`src/proof_language_tokenizer_assert.svh`:
```
// assertion macros for the tokenizer modules, included by ptok_back
`ifndef PROOF_LANGUAGE_TOKENIZER_ASSERT_SVH
`define PROOF_LANGUAGE_TOKENIZER_ASSERT_SVH
`ifndef NO_ASSERTIONS
`define PLT_ASSERT(lbl, prop) \
   lbl: assert property (@(posedge clock) disable iff (reset) (prop)) \
      else $error("tokenizer assertion failed");
`define PLT_ASSERT_NEXT(lbl, pre, post) \
   lbl: assert property (@(posedge clock) disable iff (reset) (pre) |=> (post)) \
      else $error("tokenizer assertion failed");
`else
`define PLT_ASSERT(lbl, prop)
`define PLT_ASSERT_NEXT(lbl, pre, post)
`endif
`endif

```
`src/ptok_pkg.sv`:
```
package ptok_pkg;

   localparam int LINE_BITS   = 16;
   localparam int COL_BITS    = 16;
   localparam int MATCH_LEN   = 8;
   localparam int LOOKAHEAD   = 4;
   localparam int FILL_BITS   = $clog2(LOOKAHEAD + 1);
   localparam int IDX_BITS    = $clog2(LOOKAHEAD);
   localparam int WLEN_BITS   = $clog2(MATCH_LEN + 2);
   localparam int KEY_BITS    = 8 * MATCH_LEN;
   localparam int QUEUE_DEPTH = 2;
   localparam int QPTR_BITS   = $clog2(QUEUE_DEPTH);
   localparam int QCNT_BITS   = $clog2(QUEUE_DEPTH + 1);

   // token kinds
   localparam logic [5:0] K_EOF     = 6'd0;
   localparam logic [5:0] K_INDENT  = 6'd1;
   localparam logic [5:0] K_STRING  = 6'd2;
   localparam logic [5:0] K_LITERAL = 6'd3;
   localparam logic [5:0] K_IDENT   = 6'd4;
   localparam logic [5:0] K_DELIM   = 6'd5;
   localparam logic [5:0] K_COMMA   = 6'd6;
   localparam logic [5:0] K_WORD0   = 6'd7;
   localparam logic [5:0] K_FORALL  = 6'd11;
   localparam logic [5:0] K_EXISTS  = 6'd12;
   localparam logic [5:0] K_IN      = 6'd13;
   localparam logic [5:0] K_OP0     = 6'd36;
   localparam logic [5:0] K_UNKNOWN = 6'd44;

   // record kinds
   localparam logic RK_VALUE = 1'b0;
   localparam logic RK_TOKEN = 1'b1;

   // characters with a role of their own
   localparam logic [7:0] CH_NL     = 8'd10;
   localparam logic [7:0] CH_TAB    = 8'd9;
   localparam logic [7:0] CH_SPACE  = 8'd32;
   localparam logic [7:0] CH_QUOTE  = 8'd34;
   localparam logic [7:0] CH_COMMA  = 8'd44;
   localparam logic [7:0] CH_DOT    = 8'd46;
   localparam logic [7:0] CH_SLASH  = 8'd47;
   localparam logic [7:0] CH_BSLASH = 8'd92;
   localparam logic [7:0] CH_UNDER  = 8'd95;
   localparam logic [7:0] CH_LOW_N  = 8'd110;
   localparam logic [7:0] CH_LOW_T  = 8'd116;

   typedef enum logic [3:0] {
      M_IDLE, M_COMMENT, M_STR, M_ESC, M_INT, M_FRAC, M_IDENT, M_BSLASH, M_QUANT, M_OP
   } scan_mode_type;

   typedef enum logic [2:0] {
      S_WAIT, S_DRAIN, S_INDENT, S_SEC, S_FIN, S_EOF, S_LAST
   } seq_state_type;

   typedef struct packed {
      logic [7:0] ch;
      logic       eoi;
   } item_type;

   typedef struct packed {
      logic     valid;
      item_type item;
   } queue_head_type;

   typedef struct packed {
      logic       rk;
      logic [7:0] val;
      logic [5:0] kind;
   } rec_type;

   typedef struct packed {
      logic        rk;
      logic [7:0]  val;
      logic [5:0]  kind;
      logic [15:0] line;
      logic [15:0] col;
      logic        last;
   } result_type;

   // keys are right aligned, first character in the highest used byte
   localparam logic [KEY_BITS-1:0] WORD_TBL [29] = '{
      KEY_BITS'("theorem"), KEY_BITS'("axiom"), KEY_BITS'("qed"), KEY_BITS'("sorry"),
      KEY_BITS'("forall"), KEY_BITS'("exists"), KEY_BITS'("in"), KEY_BITS'("id"),
      KEY_BITS'("cut"), KEY_BITS'("andL1"), KEY_BITS'("andL2"), KEY_BITS'("orL"),
      KEY_BITS'("implL"), KEY_BITS'("notL"), KEY_BITS'("forallL"), KEY_BITS'("existL"),
      KEY_BITS'("wl"), KEY_BITS'("cl"), KEY_BITS'("pl"), KEY_BITS'("orR1"),
      KEY_BITS'("orR2"), KEY_BITS'("andR"), KEY_BITS'("implR"), KEY_BITS'("notR"),
      KEY_BITS'("forallR"), KEY_BITS'("existR"), KEY_BITS'("wr"), KEY_BITS'("cr"),
      KEY_BITS'("pr")};

   localparam logic [KEY_BITS-1:0] OP_TBL [8] = '{
      KEY_BITS'("\\/"), KEY_BITS'("/\\"), KEY_BITS'("->"), KEY_BITS'("~"),
      KEY_BITS'("="), KEY_BITS'(":="), KEY_BITS'("<=>"), KEY_BITS'("|-")};

   localparam logic [KEY_BITS-1:0] KEY_FORALL = KEY_BITS'("\\forall");
   localparam logic [KEY_BITS-1:0] KEY_EXISTS = KEY_BITS'("\\exists");
   localparam logic [KEY_BITS-1:0] KEY_IN     = KEY_BITS'("\\in");

   function automatic logic is_space(input logic [7:0] c);
      return (c == CH_SPACE) || (c >= 8'd9 && c <= 8'd13);
   endfunction

   function automatic logic is_digit(input logic [7:0] c);
      return c >= 8'd48 && c <= 8'd57;
   endfunction

   function automatic logic is_alpha(input logic [7:0] c);
      return (c >= 8'd65 && c <= 8'd90) || (c >= 8'd97 && c <= 8'd122);
   endfunction

   function automatic logic is_delim(input logic [7:0] c);
      return c inside {"(", ")", "[", "]", "{", "}", ",", ";", "."};
   endfunction

   function automatic logic is_opch(input logic [7:0] c);
      return c inside {"+", "-", "*", "/", "=", "<", ">", "!", "&", "|", "~", "^", "\\", ":"};
   endfunction

   function automatic logic [5:0] word_kind(input logic [KEY_BITS-1:0] key,
                                            input logic [WLEN_BITS-1:0] wlen);
      logic [5:0] kind;
      kind = K_IDENT;
      for (int i = 28; i >= 0; i--) begin
         if (wlen <= WLEN_BITS'(MATCH_LEN) && key == WORD_TBL[i]) kind = K_WORD0 + 6'(i);
      end
      return kind;
   endfunction

   function automatic logic [5:0] op_kind(input logic [KEY_BITS-1:0] key,
                                          input logic [WLEN_BITS-1:0] wlen);
      logic [5:0] kind;
      kind = K_UNKNOWN;
      for (int i = 7; i >= 0; i--) begin
         if (wlen <= WLEN_BITS'(MATCH_LEN) && key == OP_TBL[i]) kind = K_OP0 + 6'(i);
      end
      return kind;
   endfunction

   // zero when the word is no quantifier
   function automatic logic [5:0] quant_kind(input logic [KEY_BITS-1:0] key,
                                             input logic [WLEN_BITS-1:0] wlen);
      logic ok;
      ok = wlen <= WLEN_BITS'(MATCH_LEN);
      if (ok && key == KEY_FORALL) return K_FORALL;
      if (ok && key == KEY_EXISTS) return K_EXISTS;
      if (ok && key == KEY_IN) return K_IN;
      return K_EOF;
   endfunction

endpackage

```
`src/ptok_front.sv`:
```
module ptok_front (
   input  logic                    clock,
   input  logic                    reset,
   input  logic                    req_valid,
   output logic                    req_stall,
   input  logic [7:0]              req_ch,
   input  logic                    req_end_of_input,
   output ptok_pkg::queue_head_type head,
   input  logic                    head_pop
);
   import ptok_pkg::*;

   item_type             entries_ff [QUEUE_DEPTH];
   logic [QPTR_BITS-1:0] rd_ff, rd_in, wr_ff, wr_in;
   logic [QCNT_BITS-1:0] count_ff, count_in;
   logic                 push, pop;
   item_type             incoming;

   // the end mark carries no byte
   always_comb begin
      incoming.eoi = req_end_of_input;
      incoming.ch  = req_end_of_input ? 8'd0 : req_ch;
   end

   assign req_stall  = count_ff == QCNT_BITS'(QUEUE_DEPTH);
   assign push       = req_valid && !req_stall;
   assign pop        = head_pop && head.valid;
   assign head.valid = count_ff != '0;
   assign head.item  = entries_ff[rd_ff];

   always_comb begin
      rd_in    = rd_ff;
      wr_in    = wr_ff;
      count_in = count_ff;
      if (push) wr_in = (wr_ff == QPTR_BITS'(QUEUE_DEPTH - 1)) ? '0 : wr_ff + 1'b1;
      if (pop)  rd_in = (rd_ff == QPTR_BITS'(QUEUE_DEPTH - 1)) ? '0 : rd_ff + 1'b1;
      if (push && !pop) count_in = count_ff + 1'b1;
      else if (pop && !push) count_in = count_ff - 1'b1;
   end

   always_ff @(posedge clock) begin
      if (reset) begin
         rd_ff    <= '0;
         wr_ff    <= '0;
         count_ff <= '0;
      end else begin
         rd_ff    <= rd_in;
         wr_ff    <= wr_in;
         count_ff <= count_in;
      end
   end

   always_ff @(posedge clock) begin
      if (push) entries_ff[wr_ff] <= incoming;
   end

endmodule

```
`src/ptok_back.sv`:
```
`include "proof_language_tokenizer_assert.svh"
module ptok_back (
   input  logic                    clock,
   input  logic                    reset,
   input  ptok_pkg::queue_head_type head,
   output logic                    head_pop,
   output logic                    rsp_valid,
   input  logic                    rsp_stall,
   output logic                    rsp_record_kind,
   output logic [7:0]              rsp_value_char,
   output logic [5:0]              rsp_token_kind,
   output logic [15:0]             rsp_start_line,
   output logic [15:0]             rsp_start_col,
   output logic                    rsp_last_of_run
);
   import ptok_pkg::*;

   seq_state_type        seq_ff, seq_in, ret_ff, ret_in;
   scan_mode_type        mode_ff, mode_in;
   logic [LINE_BITS-1:0] line_ff, line_in, tok_line_ff, tok_line_in, line_inc;
   logic [COL_BITS-1:0]  col_ff, col_in, tok_col_ff, tok_col_in, col_inc;
   logic [7:0]           buf_ff [LOOKAHEAD];
   logic [7:0]           buf_in [LOOKAHEAD];
   logic [FILL_BITS-1:0] fill_ff, fill_in;
   logic [KEY_BITS-1:0]  key_ff, key_in, base_key;
   logic [WLEN_BITS-1:0] wlen_ff, wlen_in, base_len;
   logic                 eoi_ff, eoi_in;
   logic [2:0]           cnt_ff, cnt_in;
   rec_type              sec_ff, sec_in, em;
   logic                 em_en, mv_en, shift1, wadd, tok_begin, pop, flush, advance;
   logic [2:0]           need;
   logic [7:0]           c, n1;
   logic                 n1_ok, col1, indent_hit;
   logic [5:0]           qk, ok_kind;
   logic [LINE_BITS-1:0] em_line;
   logic [COL_BITS-1:0]  em_col;
   result_type           hold_ff, out_ff;
   logic                 hold_v_ff, out_v_ff;

   assign c     = buf_ff[0];
   assign n1    = buf_ff[1];
   assign n1_ok = fill_ff > FILL_BITS'(1);
   assign col1  = col_ff == COL_BITS'(1);
   assign qk      = quant_kind(key_ff, wlen_ff);
   assign ok_kind = op_kind(key_ff, wlen_ff);
   assign indent_hit = (c == CH_SPACE) && col1 && n1_ok && (n1 == CH_SPACE)
                    && (fill_ff > FILL_BITS'(2)) && (buf_ff[2] == CH_SPACE)
                    && (fill_ff > FILL_BITS'(3)) && (buf_ff[3] == CH_SPACE);
   assign line_inc = (line_ff != '1) ? line_ff + 1'b1 : line_ff;
   assign col_inc  = (col_ff != '1) ? col_ff + 1'b1 : col_ff;

   // room to hand a result on, else the whole sequencer holds
   assign advance  = !hold_v_ff || !out_v_ff || !rsp_stall;
   assign head_pop = pop && advance;

   always_comb begin
      need = 3'd1;
      if (mode_ff == M_IDLE) begin
         if (c == CH_SPACE && col1) need = 3'd4;
         else if (c == CH_SLASH || c == CH_DOT) need = 3'd2;
      end
      if (mode_ff == M_INT && c == CH_DOT) need = 3'd2;
   end

   always_comb begin
      seq_in      = seq_ff;
      ret_in      = ret_ff;
      mode_in     = mode_ff;
      line_in     = line_ff;
      col_in      = col_ff;
      tok_line_in = tok_line_ff;
      tok_col_in  = tok_col_ff;
      buf_in      = buf_ff;
      fill_in     = fill_ff;
      key_in      = key_ff;
      wlen_in     = wlen_ff;
      eoi_in      = eoi_ff;
      cnt_in      = cnt_ff;
      sec_in      = sec_ff;
      em_en       = 1'b0;
      em          = '{rk: RK_VALUE, val: c, kind: K_EOF};
      mv_en       = 1'b0;
      shift1      = 1'b0;
      wadd        = 1'b0;
      tok_begin   = 1'b0;
      pop         = 1'b0;
      flush       = 1'b0;
      base_key    = key_ff;
      base_len    = wlen_ff;

      case (seq_ff)
         S_WAIT: begin
            if (head.valid) begin
               pop    = 1'b1;
               eoi_in = head.item.eoi;
               if (!head.item.eoi && fill_ff < FILL_BITS'(LOOKAHEAD)) begin
                  buf_in[fill_ff[IDX_BITS-1:0]] = head.item.ch;
                  fill_in = fill_ff + 1'b1;
               end
               seq_in = S_DRAIN;
            end
         end
         S_DRAIN: begin
            if (fill_ff == '0 || (!eoi_ff && fill_ff < FILL_BITS'(need))) begin
               seq_in = eoi_ff ? S_FIN : S_LAST;
            end else begin
               case (mode_ff)
                  M_IDLE: begin
                     tok_begin = 1'b1;
                     if (indent_hit) begin
                        cnt_in = 3'd0;
                        seq_in = S_INDENT;
                     end else begin
                        shift1 = 1'b1;
                        mv_en  = 1'b1;
                        if (is_space(c)) begin
                        end else if (c == CH_SLASH && n1_ok && n1 == CH_SLASH) begin
                           mode_in = M_COMMENT;
                        end else if (c == CH_QUOTE) begin
                           mode_in = M_STR;
                        end else if (is_digit(c) || (c == CH_DOT && n1_ok && is_digit(n1))) begin
                           em_en   = 1'b1;
                           mode_in = is_digit(c) ? M_INT : M_FRAC;
                        end else if (is_alpha(c) || c == CH_UNDER) begin
                           em_en   = 1'b1;
                           wadd    = 1'b1;
                           mode_in = M_IDENT;
                        end else begin
                           em_en = 1'b1;
                           if (is_opch(c)) begin
                              wadd    = 1'b1;
                              mode_in = (c == CH_BSLASH) ? M_BSLASH : M_OP;
                           end else begin
                              sec_in = '{rk: RK_TOKEN, val: 8'd0,
                                         kind: is_delim(c) ? ((c == CH_COMMA) ? K_COMMA : K_DELIM)
                                                           : K_UNKNOWN};
                              ret_in = S_DRAIN;
                              seq_in = S_SEC;
                           end
                        end
                     end
                  end
                  M_COMMENT: begin
                     if (c == CH_NL) begin
                        mode_in = M_IDLE;
                     end else begin
                        mv_en  = 1'b1;
                        shift1 = 1'b1;
                     end
                  end
                  M_STR: begin
                     mv_en  = 1'b1;
                     shift1 = 1'b1;
                     if (c == CH_QUOTE) begin
                        em_en   = 1'b1;
                        em      = '{rk: RK_TOKEN, val: 8'd0, kind: K_STRING};
                        mode_in = M_IDLE;
                     end else if (c == CH_BSLASH) begin
                        mode_in = M_ESC;
                     end else begin
                        em_en = 1'b1;
                     end
                  end
                  M_ESC: begin
                     mv_en   = 1'b1;
                     shift1  = 1'b1;
                     em_en   = 1'b1;
                     mode_in = M_STR;
                     if (c == CH_LOW_N) begin
                        em.val = CH_NL;
                     end else if (c == CH_LOW_T) begin
                        em.val = CH_TAB;
                     end else if (c != CH_BSLASH && c != CH_QUOTE) begin
                        // unknown escape keeps the backslash and the byte
                        em.val = CH_BSLASH;
                        sec_in = '{rk: RK_VALUE, val: c, kind: K_EOF};
                        ret_in = S_DRAIN;
                        seq_in = S_SEC;
                     end
                  end
                  M_INT: begin
                     if (is_digit(c) || (c == CH_DOT && n1_ok && is_digit(n1))) begin
                        em_en  = 1'b1;
                        mv_en  = 1'b1;
                        shift1 = 1'b1;
                        if (!is_digit(c)) mode_in = M_FRAC;
                     end else begin
                        em_en   = 1'b1;
                        em      = '{rk: RK_TOKEN, val: 8'd0, kind: K_LITERAL};
                        mode_in = M_IDLE;
                     end
                  end
                  M_FRAC: begin
                     em_en = 1'b1;
                     if (is_digit(c)) begin
                        mv_en  = 1'b1;
                        shift1 = 1'b1;
                     end else begin
                        em      = '{rk: RK_TOKEN, val: 8'd0, kind: K_LITERAL};
                        mode_in = M_IDLE;
                     end
                  end
                  M_IDENT: begin
                     em_en = 1'b1;
                     if (is_alpha(c) || is_digit(c) || c == CH_UNDER) begin
                        wadd   = 1'b1;
                        mv_en  = 1'b1;
                        shift1 = 1'b1;
                     end else begin
                        em      = '{rk: RK_TOKEN, val: 8'd0, kind: word_kind(key_ff, wlen_ff)};
                        mode_in = M_IDLE;
                     end
                  end
                  M_BSLASH, M_QUANT: begin
                     if (is_alpha(c)) begin
                        em_en   = 1'b1;
                        wadd    = 1'b1;
                        mv_en   = 1'b1;
                        shift1  = 1'b1;
                        mode_in = M_QUANT;
                     end else if (mode_ff == M_QUANT && qk != K_EOF) begin
                        em_en   = 1'b1;
                        em      = '{rk: RK_TOKEN, val: 8'd0, kind: qk};
                        mode_in = M_IDLE;
                     end else begin
                        // not a quantifier: carry on as an operator run
                        mode_in = M_OP;
                     end
                  end
                  default: begin
                     em_en = 1'b1;
                     if (is_opch(c)) begin
                        wadd   = 1'b1;
                        mv_en  = 1'b1;
                        shift1 = 1'b1;
                     end else begin
                        em      = '{rk: RK_TOKEN, val: 8'd0, kind: ok_kind};
                        mode_in = M_IDLE;
                     end
                  end
               endcase
            end
         end
         S_INDENT: begin
            em_en = 1'b1;
            if (cnt_ff < 3'd4) begin
               em     = '{rk: RK_VALUE, val: CH_SPACE, kind: K_EOF};
               mv_en  = 1'b1;
               cnt_in = cnt_ff + 1'b1;
            end else begin
               em      = '{rk: RK_TOKEN, val: 8'd0, kind: K_INDENT};
               mode_in = M_IDLE;
               fill_in = fill_ff - FILL_BITS'(4);
               for (int i = 0; i + 4 < LOOKAHEAD; i++) buf_in[i] = buf_ff[i + 4];
               seq_in  = S_DRAIN;
            end
         end
         S_SEC: begin
            em_en  = 1'b1;
            em     = sec_ff;
            seq_in = ret_ff;
         end
         S_FIN: begin
            mode_in = M_IDLE;
            seq_in  = S_EOF;
            em      = '{rk: RK_TOKEN, val: 8'd0, kind: K_STRING};
            case (mode_ff)
               M_ESC: begin
                  // trailing lone backslash stays in the value
                  em_en  = 1'b1;
                  em     = '{rk: RK_VALUE, val: CH_BSLASH, kind: K_EOF};
                  sec_in = '{rk: RK_TOKEN, val: 8'd0, kind: K_STRING};
                  ret_in = S_EOF;
                  seq_in = S_SEC;
               end
               M_STR: em_en = 1'b1;
               M_INT, M_FRAC: begin
                  em_en   = 1'b1;
                  em.kind = K_LITERAL;
               end
               M_IDENT: begin
                  em_en   = 1'b1;
                  em.kind = word_kind(key_ff, wlen_ff);
               end
               M_QUANT: begin
                  em_en   = 1'b1;
                  em.kind = (qk != K_EOF) ? qk : ok_kind;
               end
               M_BSLASH, M_OP: begin
                  em_en   = 1'b1;
                  em.kind = ok_kind;
               end
               default: em_en = 1'b0;
            endcase
         end
         S_EOF: begin
            em_en       = 1'b1;
            em          = '{rk: RK_TOKEN, val: 8'd0, kind: K_EOF};
            line_in     = LINE_BITS'(1);
            col_in      = COL_BITS'(1);
            tok_line_in = LINE_BITS'(1);
            tok_col_in  = COL_BITS'(1);
            fill_in     = '0;
            wlen_in     = '0;
            key_in      = '0;
            mode_in     = M_IDLE;
            seq_in      = S_LAST;
         end
         S_LAST: begin
            flush  = 1'b1;
            seq_in = S_WAIT;
         end
         default: seq_in = S_WAIT;
      endcase

      if (tok_begin) begin
         tok_line_in = line_ff;
         tok_col_in  = col_ff;
         wlen_in     = '0;
         key_in      = '0;
         base_key    = '0;
         base_len    = '0;
      end
      if (wadd) begin
         if (base_len < WLEN_BITS'(MATCH_LEN)) key_in = {base_key[KEY_BITS-9:0], c};
         if (base_len <= WLEN_BITS'(MATCH_LEN)) wlen_in = base_len + 1'b1;
      end
      if (mv_en) begin
         if (c == CH_NL) begin
            line_in = line_inc;
            col_in  = COL_BITS'(1);
         end else begin
            col_in = col_inc;
         end
      end
      if (shift1) begin
         for (int i = 0; i + 1 < LOOKAHEAD; i++) buf_in[i] = buf_ff[i + 1];
         fill_in = fill_ff - 1'b1;
      end
   end

   // positions: a new token starts at the current place, end of source reports it too
   always_comb begin
      if (seq_ff == S_EOF || tok_begin) begin
         em_line = line_ff;
         em_col  = col_ff;
      end else begin
         em_line = tok_line_ff;
         em_col  = tok_col_ff;
      end
   end

   always_ff @(posedge clock) begin
      if (reset) begin
         seq_ff      <= S_WAIT;
         ret_ff      <= S_DRAIN;
         mode_ff     <= M_IDLE;
         line_ff     <= LINE_BITS'(1);
         col_ff      <= COL_BITS'(1);
         tok_line_ff <= LINE_BITS'(1);
         tok_col_ff  <= COL_BITS'(1);
         fill_ff     <= '0;
         wlen_ff     <= '0;
         eoi_ff      <= 1'b0;
         cnt_ff      <= '0;
         hold_v_ff   <= 1'b0;
         out_v_ff    <= 1'b0;
      end else begin
         if (advance) begin
            seq_ff      <= seq_in;
            ret_ff      <= ret_in;
            mode_ff     <= mode_in;
            line_ff     <= line_in;
            col_ff      <= col_in;
            tok_line_ff <= tok_line_in;
            tok_col_ff  <= tok_col_in;
            fill_ff     <= fill_in;
            wlen_ff     <= wlen_in;
            eoi_ff      <= eoi_in;
            cnt_ff      <= cnt_in;
         end
         if (advance && hold_v_ff && (em_en || flush)) out_v_ff <= 1'b1;
         else if (!rsp_stall) out_v_ff <= 1'b0;
         if (advance && em_en) hold_v_ff <= 1'b1;
         else if (advance && flush) hold_v_ff <= 1'b0;
      end
   end

   always_ff @(posedge clock) begin
      if (advance) begin
         buf_ff <= buf_in;
         key_ff <= key_in;
         sec_ff <= sec_in;
      end
      if (advance && hold_v_ff && (em_en || flush)) begin
         out_ff <= '{rk: hold_ff.rk, val: hold_ff.val, kind: hold_ff.kind,
                     line: hold_ff.line, col: hold_ff.col, last: flush};
      end
      if (advance && em_en) begin
         hold_ff <= '{rk: em.rk, val: (em.rk == RK_TOKEN) ? 8'd0 : em.val,
                      kind: (em.rk == RK_TOKEN) ? em.kind : K_EOF,
                      line: 16'(em_line), col: 16'(em_col), last: 1'b0};
      end
   end

   assign rsp_valid       = out_v_ff;
   assign rsp_record_kind = out_ff.rk;
   assign rsp_value_char  = out_ff.val;
   assign rsp_token_kind  = out_ff.kind;
   assign rsp_start_line  = out_ff.line;
   assign rsp_start_col   = out_ff.col;
   assign rsp_last_of_run = out_ff.last;

   `PLT_ASSERT(a_fill_max, fill_ff <= FILL_BITS'(LOOKAHEAD))
   `PLT_ASSERT(a_wlen_max, wlen_ff <= WLEN_BITS'(MATCH_LEN + 1))
   `PLT_ASSERT(a_wait_flushed, (seq_ff == S_WAIT) |-> !hold_v_ff)
   `PLT_ASSERT_NEXT(a_indent_full, advance && seq_ff == S_DRAIN && seq_in == S_INDENT, fill_ff >= FILL_BITS'(4))

endmodule

```
`src/proof_language_tokenizer.sv`:
```
// results: each record waits in a hold register and goes out once the next record is made
//   or the run ends; lookahead and end-mark steps that give no result delay the first one
// a new request is taken once the steps of the last are through; a delimiter token or odd
//   escape adds a second record, an indent and an end mark add steps; rsp_stall holds them
// the front queue holds 2 requests, so up to 2 requests are taken while results wait
// reset: synchronous, active high; counters to line 1 column 1, queue and lookahead empty
module proof_language_tokenizer (
   input  logic        clock,
   input  logic        reset,
   // request channel
   input  logic        req_valid,
   output logic        req_stall,
   input  logic [7:0]  req_ch,
   input  logic        req_end_of_input,
   // result channel
   output logic        rsp_valid,
   input  logic        rsp_stall,
   output logic        rsp_record_kind,
   output logic [7:0]  rsp_value_char,
   output logic [5:0]  rsp_token_kind,
   output logic [15:0] rsp_start_line,
   output logic [15:0] rsp_start_col,
   output logic        rsp_last_of_run
);
   import ptok_pkg::*;

   // head of the request queue, seen by the sequencer
   queue_head_type head;
   logic           head_pop;

   // front: takes requests, marks the end of source, queues them
   ptok_front u_front (
      .clock            (clock),
      .reset            (reset),
      .req_valid        (req_valid),
      .req_stall        (req_stall),
      .req_ch           (req_ch),
      .req_end_of_input (req_end_of_input),
      .head             (head),
      .head_pop         (head_pop)
   );

   // back: lookahead window, scanner modes, keyword match, result staging
   ptok_back u_back (
      .clock           (clock),
      .reset           (reset),
      .head            (head),
      .head_pop        (head_pop),
      .rsp_valid       (rsp_valid),
      .rsp_stall       (rsp_stall),
      .rsp_record_kind (rsp_record_kind),
      .rsp_value_char  (rsp_value_char),
      .rsp_token_kind  (rsp_token_kind),
      .rsp_start_line  (rsp_start_line),
      .rsp_start_col   (rsp_start_col),
      .rsp_last_of_run (rsp_last_of_run)
   );

endmodule
```
`config.mk`:
```
export PLATFORM = sky130hd
export DESIGN_NAME = proof_language_tokenizer
export DESIGN_NICKNAME = d
export VERILOG_FILES = /design/src/ptok_pkg.sv /design/src/ptok_front.sv /design/src/ptok_back.sv /design/src/proof_language_tokenizer.sv
export VERILOG_INCLUDE_DIRS = /design/src /design/src/src
export SDC_FILE = /design/constraint.sdc
export NUM_CORES = 1
export LEC_CHECK = 0
export BUFFER_PORTS_ARGS = -buffer_cell sky130_fd_sc_hd__buf_2
export CAP_MARGIN = 20
export CORE_AREA = 2 2 196 150
export CTS_BUF_LIST = sky130_fd_sc_hd__clkbuf_4 sky130_fd_sc_hd__clkbuf_8
export DETAILED_ROUTE_END_ITERATION = 10
export DIE_AREA = 0 0 198 152
export GPL_TIMING_DRIVEN = 0
export PLACE_DENSITY_LB_ADDON = 0.2
export SETUP_SLACK_MARGIN = 0.1
export SKIP_CTS_REPAIR_TIMING = 1
export SKIP_LAST_GASP = 1
export SLEW_MARGIN = 20
export SYNTH_ARGS = -nofsm -noshare
export SYNTH_HDL_FRONTEND = slang
export SYNTH_HIERARCHICAL = 1
export SYNTH_SLANG_ARGS = --single-unit
```
`constraint.sdc`:
```
create_clock -name clock -period 5.9 [get_ports clock]
set_input_delay 0.885 -clock clock [delete_from_list [all_inputs] [get_ports clock]]
set_output_delay 0.885 -clock clock [all_outputs]
set_load 0.02 [all_outputs]
```
==> run summary, run 1 <==
The run finished with clean final reports. Clock latency on the worst-skew pair, taken at its later pin, is 0.61 ns. The worst slew margin relative to its limit is 15.2%.

In this run the cell area measured after placement is ~18000 µm². Measured along the y axis, the die boundary spans 152 µm. CTS saw 312 sinks. The number of nets produced by synthesis came out at approximately 1900.

The per-cell routed wire length is approximately 23 µm. The total track usage is 36.9%. The number of enable flip-flop cells after synthesis came out at 222. The post-detailed-placement half-perimeter wirelength is 41.5 mm. The required time at the worst-slack endpoint is 6.21 ns.

The switching power came out at 3.08 mW. The floorplan has 54 rows. The placeable core region came out at 28400 µm². The share of synthesized cell area in and, or, nand and nor gates is 26.8%. The largest single stage delay on the critical path is 0.88 ns. The max-cap violation count came out at 0. The post-layout net count is a little under 2000. The share of the cycle needed by the critical path after routing is 94.5%. The fraction of post-synthesis cell area in the top cell type by area came out at 38.7%.

The pin count of the biggest net entering global routing came out at 41. For this run, the leading register cell type out of synthesis is edfxtp_1. Leaving out fill and tap cells, the most frequent cell in the layout is nand2_1. The number of antenna diodes in the final layout is 0. By startpoint and endpoint, the worst setup path is classified as flop to flop. The minimum setup slack after placement is 0.471 ns. The fraction of the mapped netlist area in compound gates came out at 17.1%. The library cells used most frequently in the layout, excluding fill and tap cells, are nand2_1, edfxtp_1, nor2_1, nand3_1, a21oi_1. The routed wire length is approximately 56 mm. The die is between 150 and 200 µm wide. The standby leakage power is 6.52 nW. The number of antenna violations at the first check in global routing is 2. The synthesized flop and latch total is 312. The via count of the first global-routing pass came out at about 15000.

The weighted congestion reported at the end of routability-driven placement came out at 1.01. The global-route wire length before repair is 85.6 mm. The total of fill cells in the finished design is 2314. The first routing iteration left 2329 violations. The sequential share of the synthesized area came out at 49.1%. The register area is 8470 µm². After synthesis, the share of cell area in mux cells is 1.31%. The critical path launch point type is a flop.

The actual slew at the worst max-slew pin came out at 1.25 ns. Setup slack on the critical path of the routed design comes to 0.322 ns. The H-tree depth reported by CTS came out at 2. The CTS tree is done.

The portion of total power attributed to combinational logic came out at 36.0%. The worst setup skew after layout is 0.0283 ns. The first detailed-routing pass ran for 6 iterations.

The cell that appears most often on the critical path is nand2_1. Global routing finished with a remaining overflow of 0. The via count is 16000. The cell area after technology mapping is 17200 µm². The post-route antenna net violation count came out at 0. The area share of xor/xnor cells in the synthesized design came out at less than 1%.

For this design, the slowest cell found on the critical path is a211oi_2. The net switching share of the total power came out at 40.2%. Dividing the detail-routed via count by the number of cells gives 6.73. The clock group share of total power came out at 24.9%.

The cell-internal power came out at 4.58 mW. The count of distinct cell types in the synthesized netlist came out at 98. The die covers 30100 µm². The final number of setup-violating endpoints is 0. After layout, the design draws a total of between 7 and 8 mW.

The finished cells cover 19200 µm². The number of warning messages in the yosys log is 6. Setup repair after global routing left no endpoint under its margin. The areal power density over the cells came out at 399 nW/µm². The final-report hold violation count came out at 0. After clock tree synthesis, the clock-pin slew on the worst setup and hold paths is 0.07 ns. The count of pins over their slew limit is 0.

The signal on the critical path passes through buf_4 -> nor4b_4 -> nand3_1 -> nor4_2 -> inv_1 -> ha_1 -> o21a_1 -> o32a_1 -> nand2_1 -> a21oi_1 -> nand2_1 -> a211oi_2 -> clkbuf_1 -> o21ai_0. The largest total area in the synthesized netlist belongs to edfxtp_1. The adder and majority gate portion of the synthesized area came out at 1.09%. The fmax is 0.179 GHz. In this run the count of I/O pins placed on the die edge is 63.

The count of port buffers added during placement came out at 62. Counting I/O delays and the setup requirement, the final critical path takes 5.58 ns. The synthesized area per cell came out at approximately 9.4 µm². In this run the worst path has a maximum fanout of 10. Yosys attributes the largest share of cell area to edfxtp_1, dfxtp_1, nand2_1, nand3_1, a21oi_1.

STA classifies the critical path endpoint as a flop. The final core utilization is between 60% and 70%. The share of synthesized flip-flops with an asynchronous set or reset is 0%. The number of buffers created by CTS is 49. Once the floorplan was initialized, standard cells occupied 60.6% of the core. The share of layout cells above drive strength 1 is 11.9%.

The worst ir drop on vdd is 0.310 mV. The synthesized instance count came out at around 1800. The area of the multi-input gates came out at 8110 µm². The min-delay analysis places its worst path in the category flop to flop. After detailed routing, the number of remaining DRC violations is 0. The area growth from synthesis to layout is 11.2%. The dominant combinational cell family by area after synthesis is simple AND/OR/NAND/NOR gates. The cell sitting at the root of the clock tree is a clkbuf_8. For the final routed database, the setup TNS stands at 0 ns. The worst-case clock buffer depth came out at 3. Of the total power, registers draw between 30% and 40%.

The arrival time reported for the critical path endpoint is 5.89 ns.
## flip-flops by register name, summed over array words and instances, names as in the netlist, 4 cells and up, named ones only
name / cells
u_back/buf_ff: 16
u_back/c: 8
u_back/col_ff: 16
u_back/hold_ff: 47
u_back/key_ff: 64
u_back/line_ff: 16
u_back/mode_ff: 4
u_back/n1: 8
u_back/rsp_start_col: 16
u_back/rsp_start_line: 16
u_back/rsp_token_kind: 6
u_back/rsp_value_char: 8
u_back/sec_ff: 13
u_back/tok_col_ff: 16
u_back/tok_line_ff: 16
u_back/wlen_ff: 4
u_front/entries_ff: 18
## metal layers
metal | vias up | global-route usage, % | wire (µm) | part of all wire, %
met3 | 109 | 11.4 | 7990 | 14
met2 | 1073 | 48.7 | 22200 | 40
li1 | 7203 | - | - | -
met1 | 7645 | 58.2 | 24700 | 44
met4 | 2 | 9.34 | 1120 | 2.0
met5 | - | 0 | 13 | 0.023
## Yosys cell counts, types with 8 or more instances
library cell,n
buf_1,9
nor3_1,38
o31ai_1,10
and3_1,28
mux2_2,12
o211ai_1,9
and4_1,12
o21ai_0,77
nor4b_1,13
nor4bb_1,11
and2_1,15
o31a_1,10
ha_1,15
or3_1,29
a21oi_1,114
dfxtp_1,90
a31oi_1,18
clkbuf_1,93
nand4_1,34
buf_2,20
nand2b_1,16
nand2_1,235
nor4_1,42
mux2i_1,9
o32ai_1,9
a22o_1,27
nor2b_1,30
a22oi_1,32
nand3_1,127
or4_1,16
nand4b_1,14
edfxtp_1,222
nor2_1,151
nand3b_1,9
o22ai_1,11
o311ai_0,8
inv_1,45
## through the flow
stage                     hold WS, ns  std cells
final                           0.406       2383
after floorplan                 0.400       1832
after CTS                       0.415       2379
after detailed placement        0.405       2289
after global placement          0.402       2286
after global routing            0.422       2383
## critical path: cells and delay by family, from the launching register on
kind	cells	cell delay, ns
AO/OA/AOI/OAI	5	1.75
AND/OR/NAND/NOR	5	1.60
buffers and inverters	3	1.15
flip-flops	1	0.45
adder cells (fa/ha/maj)	1	0.33
## cell families (layout without fill, tap and decap cells)
group,after synthesis,in the layout
AOI/OAI and AO/OA,429,429
xor gates and xnor gates,11,11
adders and majority gates,15,15
buffers and inverters,175,334
DFF,312,312
muxes,21,21
and+or+nand+nor,869,869
## final timing paths
kind | from | end | slack (ns) | depth (start not counted)
max | u_back/c[6] | u_back/key_ff[2] | 0.32 | 14
min | u_back/hold_ff[37] | u_back/rsp_token_kind[4] | 0.41 | 0
max reg2reg | u_back/c[6] | u_back/key_ff[2] | 0.32 | 14
min reg2reg | u_back/hold_ff[37] | u_back/rsp_token_kind[4] | 0.41 | 0
## cell type report
type	count	area share (%)
well taps	392	2.56
inverters	48	0.940
plain buffers	127	2.71
flip-flops and latches	312	44.2
clock inverters	19	0.776
clock buffers	71	4.48
repair buffers	69	2.09
multi-input cells	1345	42.3
## power groups by stage
stage	Sequential, mW	Clock (mW)	Combinational, mW
final	2.99	1.91	2.76
after detailed placement	3.02	0	2.61
after floorplan	2.98	0	1.76
after global placement	3.03	0	2.55
after global routing	3.02	2.00	2.94
after CTS	2.98	1.93	2.62
No activity file was read; power rests on OpenSTA's default activity.
==> run 2: changes to the inputs <==
Settings changed: RECOVER_POWER set to 100.
==> run 2 against run 1 <==
  * The run now ends with max-capacitance violations, max-slew violations left
  * Fmax fell by 0.16%
  * Cell count unchanged
  * Cell area shrank 0.84%
  * Setup slack lost 0.0090 ns
  * Total power shrank 0.98%
  * Global-route usage did not move
  * Hold slack improved by 0.0042 ns
  * Core utilization decreased by 0.57 points
  * Largest power group unchanged
  * Highest routed layer unchanged
==> run summary, run 2 (same netlist as run 1, synthesis figures left out) <==
The worst ir drop on vdd is 0.310 mV (-0.18%). The weighted congestion reported at the end of routability-driven placement is 1.01 (unchanged). The via count normalized by instance count is 6.74 (+0.21%). The post-detailed-route DRC marker count is 0 (unchanged). The site row count is 54 (unchanged). The number of top-level pins came out at 63 (unchanged). The share of layout cells above drive strength 1 came to 7.84% (-4.1 points). The vertical die dimension came to 152 µm (unchanged).

The worst-case clock buffer depth came out at 3 (unchanged). The placeable core region came out at 28400 µm² (unchanged). The worst setup skew after layout was 0.0341 ns (+0.00581 ns).

STA classifies the critical path startpoint as a flop. The flow ran to the end, but the final reports show violations. The cell area after layout came to 19000 µm² (-0.84%). Compared with the post-synthesis result, the final layout area differs by 10.3%. The minimum setup slack after placement was 0.471 ns (unchanged). The tightest min-delay check is of the flop to flop type. The worst slew margin relative to its limit came out at -58.0% (-73 points). The starting density of the core is 60.6% (unchanged). On the critical path, the stage with the largest delay is an instance of a211oi_2. By startpoint and endpoint, the worst setup path is classified as flop to flop. The highest cell delay on the worst timing path was 0.92 ns (+0.04 ns). The share of the cycle needed by the critical path after routing came out at 94.7% (+0.15 points). The post-layout net count is 1980 (unchanged). The required time at the worst-slack endpoint came out at 6.32 ns (+0.11 ns). The worst setup path is captured at a flop. Traced cell by cell, the critical path runs through buf_4 -> nor4b_4 -> nand3_1 -> nor4_2 -> inv_1 -> ha_1 -> o21a_1 -> o32a_1 -> nand2_1 -> a21oi_1 -> nand2_1 -> a211oi_2 -> clkbuf_1 -> nand2_1 -> a21oi_1. The post-place instance area is 18100 µm² (unchanged). Leaving out fill and tap cells, the most frequent cell in the layout is nand2_1. In this run the critical register-to-register path is launched from u_back/c[6]. The clock slew seen by the registers of the worst setup and hold paths came to 0.07 ns (about the same). The pin count of the biggest net entering global routing came out at 41 (unchanged). The actual slew at the worst max-slew pin is 2.37 ns (+1.12 ns). The arrival time reported for the critical path endpoint came out at 6.01 ns (+0.12 ns). The via count came to 16100 (+0.21%). The count of port buffers added during placement came out at 62 (unchanged).

The final setup TNS is 0 ns (unchanged). The later-pin clock latency in the skew report is 0.62 ns (about the same). The number of optimization iterations in the first detailed-route pass is 6 (unchanged).

The final core utilization came out at 66.8% (-0.57 points). The number of buffers created by CTS is 49 (unchanged). The global-route wire length before repair is 85.6 mm (unchanged). The largest fanout of any net on the critical path was 10 (unchanged). The final reports fail on max-capacitance violations, max-slew violations. In this run the worst setup path begins at u_back/c[6]. The sum of overflow across all layers after global routing is 0 (unchanged). The post-layout minimum cycle time came out at 5.59 ns (+0.00901 ns).

Ranked by flip-flop count, first place goes to u_back/key_ff. The final critical-path setup slack is 0.313 ns (-0.00901 ns). The total track usage came to 36.9% (unchanged).

The combined buffer and inverter count along the critical path was 3 (unchanged). Among the stages of the critical path, the cell type that occurs most often is nand2_1. The areal power density over the cells came out at 399 nW/µm² (-0.14%). TritonCTS built the clock tree. The count of pins over their slew limit is 76 (+76). On the critical path the largest part of the delay comes from compound AO/OA/AOI/OAI gates. The number of diodes added for antenna fixing came out at 0 (unchanged). The standby leakage power came out at 6.32 nW (-3.2%). The number of sinks driven by the clock tree was 312 (unchanged). The post-detailed-placement half-perimeter wirelength came to 41.5 mm (unchanged). In the layout the commonest cells are nand2_1, edfxtp_1, clkbuf_1, nor2_1, nand3_1.

The worst hold path startpoint is u_back/hold_ff[37]. CTS placed an instance of clkbuf_8 at the clock tree root. The H-tree depth reported by CTS came out at 2 (unchanged). Setup repair after global routing left no endpoint under its margin. The post-route antenna net violation count came to 0 (unchanged). The total power came out at 7.58 mW (-0.98%). The number of flip-flops in the largest register came out at 64 (unchanged). The routed wire length was 55.8 mm (-0.28%).

The fmax came out at 0.179 GHz (-0.16%). The area enclosed by the die boundary is 30100 µm² (unchanged). The per-cell routed wire length came out at 23.4 µm (-0.28%). In the final layout, the registers with the most flip-flops are u_back/key_ff: 64 flops, u_back/hold_ff: 47 flops, u_front/entries_ff: 18 flops. The DRC marker count from the first detailed-route iteration came out at 2105 (-9.6%). The number of antenna violations at the first check in global routing is 2 (unchanged).

The max-cap violation count was 2 (+2). The final number of setup-violating endpoints is 0 (unchanged). The final-report hold violation count was 0 (unchanged). The die outline width is 198 µm (unchanged). The via count of the first global-routing pass was 14700 (unchanged).
-- run 2: power by group --
group | switching, mW | internal, mW | total (mW)
clock | 0.875 | 1.03 | 1.90
combinational | 1.95 | 0.736 | 2.69
sequential | 0.212 | 2.78 | 2.99
-- run 2: per-layer routing --
metal	share of wire, %	up-vias	global-route usage (%)
met5	0.023	-	0
met4	2.1	2	9.34
met3	14	115	11.4
met2	39	1088	48.7
met1	44	7652	58.2
li1	-	7209	-
-- run 2: worst reg2reg max path: cells and delay by family (launching register included) --
kind / cells / cell delay (ns)
buffers and inverters: 3 / 1.14
AO/OA/AOI/OAI: 5 / 1.79
adder cells (fa/ha/maj): 1 / 0.33
flip-flops: 1 / 0.45
AND/OR/NAND/NOR: 6 / 1.71
-- run 2: metrics by stage --
step | instances | hold WS, ns
finish | 2383 | 0.410
global route | 2383 | 0.422
CTS | 2379 | 0.415
detailed placement | 2289 | 0.405
global placement | 2286 | 0.402
floorplan | 1832 | 0.400
-- run 2: worst paths after layout --
path	depth (start not counted)	endpoint	slack [ns]
worst min-delay path	0	u_back/rsp_token_kind[4]	0.41
worst max-delay path	15	u_back/key_ff[61]	0.31
worst min register to register	0	u_back/rsp_token_kind[4]	0.41
worst max register to register	15	u_back/key_ff[61]	0.31
-- run 2: layout make-up --
type,instances,area [µm²]
multi-input cells,1345,8050
fillers,2357,9430
clock buffers,71,858
clock inverters,19,149
repair buffers,69,315
inverters,48,180
plain buffers,127,504
well taps,392,490
flip-flops and latches,312,8470
